`config.mk`:
```
export PLATFORM = sky130hd
export DESIGN_NAME = fifo_handoff_mutex
export DESIGN_NICKNAME = d
export VERILOG_FILES = /design/src/hw/rtl/fhm_pkg.sv /design/src/hw/rtl/fifo_handoff_mutex.sv /design/src/hw/rtl/fhm_queue.sv /design/src/hw/rtl/fhm_ctrl.sv
export SDC_FILE = /design/constraint.sdc
export NUM_CORES = 1
export LEC_CHECK = 0
export ABC_AREA = 1
export BUFFER_PORTS_ARGS = -buffer_cell sky130_fd_sc_hd__buf_2
export CORE_UTILIZATION = 55
export DETAILED_ROUTE_END_ITERATION = 16
export HOLD_SLACK_MARGIN = 0.05
export PLACE_DENSITY = 0.78
export SETUP_SLACK_MARGIN = 0.1
export SLEW_MARGIN = 20
export SYNTH_ARGS = -nofsm -noshare
export SYNTH_HDL_FRONTEND = slang
export SYNTH_SLANG_ARGS = --single-unit
```
`constraint.sdc`:
```
create_clock -name clk -period 2.29 [get_ports clk]
set_input_delay 0.1145 -clock clk [delete_from_list [all_inputs] [get_ports clk]]
set_output_delay 0.1145 -clock clk [all_outputs]
set_load 0.1 [all_outputs]
```
`src/hw/rtl/fhm_pkg.sv`:
```
// Shared types and constants for the FIFO handoff mutex.
package fhm_pkg;

	localparam int NUM_THREADS = 16;
	localparam int TID_W       = 4;
	localparam int IDX_W       = $clog2(NUM_THREADS);
	localparam int CNT_W       = $clog2(NUM_THREADS + 1);

	typedef enum logic [1:0] {
		OP_LOCK   = 2'd0,
		OP_UNLOCK = 2'd1,
		OP_CHECK  = 2'd2
	} op_t;

	typedef enum logic [3:0] {
		ST_ACQUIRED        = 4'd0,
		ST_QUEUED          = 4'd1,
		ST_FREED           = 4'd2,
		ST_HANDOFF         = 4'd3,
		ST_HELD            = 4'd4,
		ST_NOT_HELD        = 4'd5,
		ST_RECURSIVE       = 4'd6,
		ST_NOT_OWNER       = 4'd7,
		ST_ALREADY_WAITING = 4'd8
	} status_t;

	typedef struct packed {
		logic             push;
		logic             pop;
		logic [IDX_W-1:0] tid;
	} fhm_qcmd_t;

	typedef struct packed {
		logic [IDX_W-1:0] head_tid;
		logic [CNT_W-1:0] count;
		logic             waiting;
		logic             full;
	} fhm_qstat_t;

	typedef struct packed {
		status_t          status;
		logic [TID_W-1:0] woken_id;
		logic             owner_valid;
		logic [TID_W-1:0] owner_id;
	} fhm_res_t;

endpackage

```
`src/hw/rtl/fifo_handoff_mutex.sv`:
```
// Top level of the FIFO handoff mutex: request register, decision, result register.
//
//  channel   handshake            payload
//  request   start / busy         operation, thread_id
//  result    done (one cycle)     status, woken_id, owner_valid, owner_id
//
// A request is taken whenever start is high; busy is always low, so one
// request per cycle is sustained. Its result appears once it has passed
// the request register and the result register. Owner state and
// queue are updated in the cycle the request sits in the request register.
// Reset frees the lock, empties the queue and clears all waiting flags.
// The receiver cannot stall; done lasts exactly one cycle per result.
module fifo_handoff_mutex import fhm_pkg::*; (
	input  logic             clk,
	input  logic             arst_n,
	input  logic             start,
	output logic             busy,
	input  logic [1:0]       operation,
	input  logic [TID_W-1:0] thread_id,
	output logic             done,
	output logic [3:0]       status,
	output logic [TID_W-1:0] woken_id,
	output logic             owner_valid,
	output logic [TID_W-1:0] owner_id
);

	logic             valid_s1;
	logic [1:0]       op_s1;
	logic [TID_W-1:0] tid_s1;
	logic             valid_s2;
	fhm_res_t         res;
	fhm_res_t         res_s2;

	assign busy = 1'b0;

	always_ff @(posedge clk or negedge arst_n) begin
		if (!arst_n) begin
			valid_s1 <= 1'b0;
			valid_s2 <= 1'b0;
		end else begin
			valid_s1 <= start && !busy;
			valid_s2 <= valid_s1;
		end
	end

	always_ff @(posedge clk) begin
		op_s1  <= operation;
		tid_s1 <= thread_id;
		res_s2 <= res;
	end

	fhm_ctrl u_ctrl (
		.clk       (clk),
		.arst_n    (arst_n),
		.valid     (valid_s1),
		.operation (op_s1),
		.thread_id (tid_s1),
		.res       (res)
	);

	assign done        = valid_s2;
	assign status      = res_s2.status;
	assign woken_id    = res_s2.woken_id;
	assign owner_valid = res_s2.owner_valid;
	assign owner_id    = res_s2.owner_id;

endmodule

```
`src/hw/rtl/fhm_queue.sv`:
```
// Waiter FIFO with per-thread waiting flags.
module fhm_queue import fhm_pkg::*; (
	input  logic       clk,
	input  logic       arst_n,
	input  fhm_qcmd_t  cmd,
	output fhm_qstat_t stat
);

	logic [IDX_W-1:0] slot_q [NUM_THREADS];
	logic [IDX_W-1:0] head_q;
	logic [IDX_W-1:0] tail_q;
	logic [CNT_W-1:0] count_q;
	logic [NUM_THREADS-1:0] flags_q;
	logic [IDX_W-1:0] head_tid;

	assign head_tid      = slot_q[head_q];
	assign stat.head_tid = head_tid;
	assign stat.count    = count_q;
	assign stat.waiting  = flags_q[cmd.tid];
	assign stat.full     = (count_q >= CNT_W'(NUM_THREADS));

	always_ff @(posedge clk) begin
		if (cmd.push) begin
			slot_q[tail_q] <= cmd.tid;
		end
	end

	always_ff @(posedge clk or negedge arst_n) begin
		if (!arst_n) begin
			head_q  <= '0;
			tail_q  <= '0;
			count_q <= '0;
			flags_q <= '0;
		end else if (cmd.push) begin
			tail_q           <= (tail_q == IDX_W'(NUM_THREADS - 1)) ? '0 : tail_q + 1'b1;
			count_q          <= count_q + 1'b1;
			flags_q[cmd.tid] <= 1'b1;
		end else if (cmd.pop) begin
			head_q            <= (head_q == IDX_W'(NUM_THREADS - 1)) ? '0 : head_q + 1'b1;
			count_q           <= count_q - 1'b1;
			flags_q[head_tid] <= 1'b0;
		end
	end

	a_push_pop_excl: assert property (@(posedge clk) disable iff (!arst_n)
		!(cmd.push && cmd.pop))
		else $error("queue push and pop in one cycle");

	a_count_flags: assert property (@(posedge clk) disable iff (!arst_n)
		$countones(flags_q) == int'(count_q))
		else $error("waiting flags disagree with queue count");

endmodule

```
`src/hw/rtl/fhm_ctrl.sv`:
```
// Lock decision logic: owner state and queue commands.
module fhm_ctrl import fhm_pkg::*; (
	input  logic             clk,
	input  logic             arst_n,
	input  logic             valid,
	input  logic [1:0]       operation,
	input  logic [TID_W-1:0] thread_id,
	output fhm_res_t         res
);

	logic             lock_busy_q;
	logic [IDX_W-1:0] owner_q;
	logic             lock_busy_d;
	logic [IDX_W-1:0] owner_d;
	logic [IDX_W-1:0] tid;
	logic             mine;
	status_t          status;
	logic [IDX_W-1:0] woken;
	fhm_qcmd_t        qcmd;
	fhm_qstat_t       qstat;

	assign tid  = thread_id[IDX_W-1:0];
	assign mine = lock_busy_q && (owner_q == tid);

	fhm_queue u_queue (
		.clk    (clk),
		.arst_n (arst_n),
		.cmd    (qcmd),
		.stat   (qstat)
	);

	always_comb begin
		lock_busy_d = lock_busy_q;
		owner_d     = owner_q;
		woken       = '0;
		qcmd.push   = 1'b0;
		qcmd.pop    = 1'b0;
		qcmd.tid    = tid;
		unique case (op_t'(operation))
			OP_LOCK: begin
				if (mine) begin
					status = ST_RECURSIVE;
				end else if (qstat.waiting || qstat.full) begin
					status = ST_ALREADY_WAITING;
				end else if (!lock_busy_q) begin
					lock_busy_d = 1'b1;
					owner_d     = tid;
					status      = ST_ACQUIRED;
				end else begin
					qcmd.push = valid;
					status    = ST_QUEUED;
				end
			end
			OP_UNLOCK: begin
				if (!mine) begin
					status = ST_NOT_OWNER;
				end else if (qstat.count != '0) begin
					woken    = qstat.head_tid;
					owner_d  = qstat.head_tid;
					qcmd.pop = valid;
					status   = ST_HANDOFF;
				end else begin
					lock_busy_d = 1'b0;
					status      = ST_FREED;
				end
			end
			default: begin
				status = mine ? ST_HELD : ST_NOT_HELD;
			end
		endcase
		res.status      = status;
		res.woken_id    = TID_W'(woken);
		res.owner_valid = lock_busy_d;
		res.owner_id    = lock_busy_d ? TID_W'(owner_d) : '0;
	end

	always_ff @(posedge clk or negedge arst_n) begin
		if (!arst_n) begin
			lock_busy_q <= 1'b0;
			owner_q     <= '0;
		end else if (valid) begin
			lock_busy_q <= lock_busy_d;
			owner_q     <= owner_d;
		end
	end

	a_waiters_need_owner: assert property (@(posedge clk) disable iff (!arst_n)
		(qstat.count != '0) |-> lock_busy_q)
		else $error("waiters queued on a free lock");

	a_error_no_change: assert property (@(posedge clk) disable iff (!arst_n)
		valid && (status == ST_RECURSIVE || status == ST_NOT_OWNER ||
		status == ST_ALREADY_WAITING) |=> $stable(lock_busy_q) && $stable(owner_q))
		else $error("error status changed lock state");

endmodule

```
==> metrics.yaml <==
status: "complete, no violations"
max_stage_delay_ps: 430
fin_nets: 726
drv_cap: 0
max-clock-path-buffers: 2
grt_usage_pct: 27.2
p_leak_uw: 0.00309
antenna_found_initial: 0
critical_path_class: "reg -> reg"
cpMaxStageDelayCell: "dfxtp_4"
syn_area_per_cell_um2: 8.68
io-pin-count: 24
worst_pin_slew_ps: 857
p_sw_uw: 2490
critPathLaunchType: "register"
synth_area_leaders: "edfxtp_1, dfrtp_1, nand2_1, dfxtp_1, nor2_1"
r2r_setup_slack_ps: 80
skew_ps: 6.93
vdd_drop_max_uv: 588
yosys_warnings: 0
pwr-share-seq_pct: 36.6
globalRoute.totalOverflow: 0
final_core_util_pct: 70.5
die_y_um: 103
cellInternalPower_uw: 4760
p_clk_share_pct: 36.0
drtIter0Drc: 368
yosysSeqAreaShare_pct: 57.4
drive_gt1_share_pct: 20.9
whs_ps: 229
synth_seq_cells: 119
cp_common_cell: "nand2_1"
worstPathMaxFanout: 8
critPathArrivalTime_ps: 2630
die-width_um: 103
rows: 36
clk_latency_ps: 530
slew_viol_final: 0
cp.required_ps: 2700
hold_viol: 0
r2r_cells: 17
crit_chain: "clkinv_2 -> nand2_1 -> nand2_1 -> nand2_1 -> nand2_1 -> nand2_1 -> nand2_1 -> inv_2 -> nand4_4 -> ha_4 -> a21o_1 -> a31oi_2 -> inv_1 -> nand2_1 -> nand2_1 -> nand2_1 -> nand2_1"
mappedNetlistNets: 661
numCtsBuffers: 17
setup-tns-final_ps: 0
htreeDepth: 4
drtAntennaViolNets: 0
cts_sinks: 119
synthDistinctLibCells: 37
reg2reg_from: "tid_s1[0]"
grt_pass1_wl_mm: 21.1
routed-via-count: 4629
instances_no_fill: 854
final_cell_area_um2: 6930
syn_inst: 643
grt_max_degree: 37
min_path_type: "in -> async"
drc: 0
wl_per_cell_um: 15.8
first_pass_iters: 5
max_slew_margin_pct: 42.9
p_sw_share_pct: 34.4
hpwl_mm: 8.55
gp_congestion: 0.871
placed_cell_area_um2: 5930
design.core.area_um2: 9820
start_util_pct: 56.8
area_growth_pct: 24.1
clock_tree.root_cell: "clkbuf_8"
startpoint: "tid_s1[0]"
nFillCells: 722
fmax_ghz: 0.452
endpoint_kind: "register"
wl_mm: 13.5
netlist_area_um2: 5580
n_antenna_cell: 0
finalSetupViolCount: 0
yosys.area.top_type: "edfxtp_1"
cts.clk_slew.worst_paths_ps: 60
synth_top_area_share_pct: 34.4
place_inst: 800
dieArea_um2: 10600
rsz0062_at_grt: "true"
period_minus_slack_ps: 2210
io_buffer_count: 22
grt_pass1_vias: 4403
via_per_inst: 5.42
cts_tree: "yes"
comb_power_share_pct: 27.4
powerDensity_nw_per_um2: 1050
post-route-period-util_pct: 96.6
-- final timing paths --
check | endpoint
max in group asynchronous | u_ctrl.u_queue.head_q[0]
hold reg to reg | u_ctrl.u_queue.flags_q[13]
setup reg to reg | u_ctrl.u_queue.count_q[4]
min in group clk | tid_s1[3]
setup / recovery | u_ctrl.u_queue.count_q[4]
hold / removal | u_ctrl.lock_busy_q
-- cell type report --
cell class,count,area (um2),share of cell area (%)
Clock buffer,17,414,5.98
Tap cell,133,166,2.40
Sequential cell,119,3220,46.4
Timing Repair Buffer,66,488,7.04
Timing Repair inverter,1,5.00,0.0723
Clock inverter,15,179,2.58
Multi-Input combinational cell,441,2210,31.9
Inverter,62,250,3.61
-- synth_stat cells --
library cell and n:
inv_2 6, buf_1 1, nor2_1 93, nand3b_1 1, clkinv_2 1, nand3_2 1
nand4_1 3, fa_1 1, dfxtp_1 19, and2_1 4, nand3_1 66, inv_1 55
o21ai_1 3, o211ai_1 2, nand2_2 1, xnor2_1 2, buf_4 5, nor2_2 2
edfxtp_1 64, ha_1 8, buf_2 5, nor3_2 1, nand2_4 1, o21ai_0 39
a21o_1 1, nand2_1 198, dfrtp_1 36, xor2_1 5, conb_1 1, nor2_4 1
clkbuf_1 6, buf_6 4, a21oi_1 3, nor4_1 1, a31oi_1 1, o21ai_2 1
nand4_4 1
-- sequential cells by signal, summed over array words and instances (netlist names), 2 cells and up --
register / cells
op_s1: 2
owner_id: 4
status: 4
tid_s1: 4
u_ctrl.owner_q: 4
u_ctrl.u_queue.count_q: 5
u_ctrl.u_queue.flags_q: 16
u_ctrl.u_queue.head_q: 4
u_ctrl.u_queue.slot_q: 64
u_ctrl.u_queue.tail_q: 4
woken_id: 4
-- critical path, delay by kind of cell, from the launching register on --
family	cells	cell delay, ps
buf+inv	3	240
compound gates	2	320
simple gates	11	810
fa+ha+maj	1	290
flops	1	430
-- metal layers --
metal	global-route usage [%]	share of wire, %	up-vias	wire length [um]
met5	0	0	-	0
met4	11.5	3.0	0	399
met3	7.66	6.9	38	935
met2	43.0	49	203	6570
met1	35.4	41	2183	5550
li1	-	-	2205	-
-- layout by cell type, fill, tap and decap left out, types with 5 or more instances in the layout --
cell | Yosys | routed
dfrtp_1 | 36 | 33
clkinv_4 | 0 | 6
buf_4 | 5 | 31
xor2_1 | 5 | 5
buf_2 | 5 | 22
clkbuf_16 | 0 | 16
ha_1 | 8 | 5
dfxtp_1 | 19 | 15
edfxtp_1 | 64 | 64
nand2_2 | 1 | 9
nand3_1 | 66 | 66
nor2_2 | 2 | 9
nor2_4 | 1 | 14
dlygate4sd3_1 | 0 | 8
nor2_1 | 93 | 73
inv_1 | 55 | 53
o21ai_0 | 39 | 38
nand2_1 | 198 | 189
-- power by group through the flow --
stage	Combinational, uW	Sequential, uW	Clock, uW
2_1_floorplan	1100	2860	0
3_3_place_gp	1720	2660	0
3_5_place_dp	1750	2660	0
4_1_cts	1810	2630	2630
5_1_grt	2190	2680	2740
6_report	1990	2650	2610
-- cell families after synthesis --
logic type,share of synthesized area [%]
flops,57.4
fa+ha+maj,2.15
buf+inv,6.59
xor+xnor,1.10
simple gates,28.0
compound gates,4.71
other cells,0.0672
-- metrics by stage --
step | setup WS [ps] | total power (uW)
after CTS | 104 | 7070
final | 77.3 | 7250
after global placement | 114 | 4380
after detailed placement | 61.5 | 4410
after floorplan | 57.9 | 3960
after global routing | -119 | 7600
-- repair_timing --
action / in CTS / in global routing
gates cloned: 0 / 1
setup endpoints to repair: 26 / 85
gates resized for setup: 4 / 58
endpoints found under the hold margin: 43 / 0
buffers inserted: 6 / 7
hold buffers: 8 / 0
pin swaps: 0 / 6
Power figures use the tool's default switching activity.
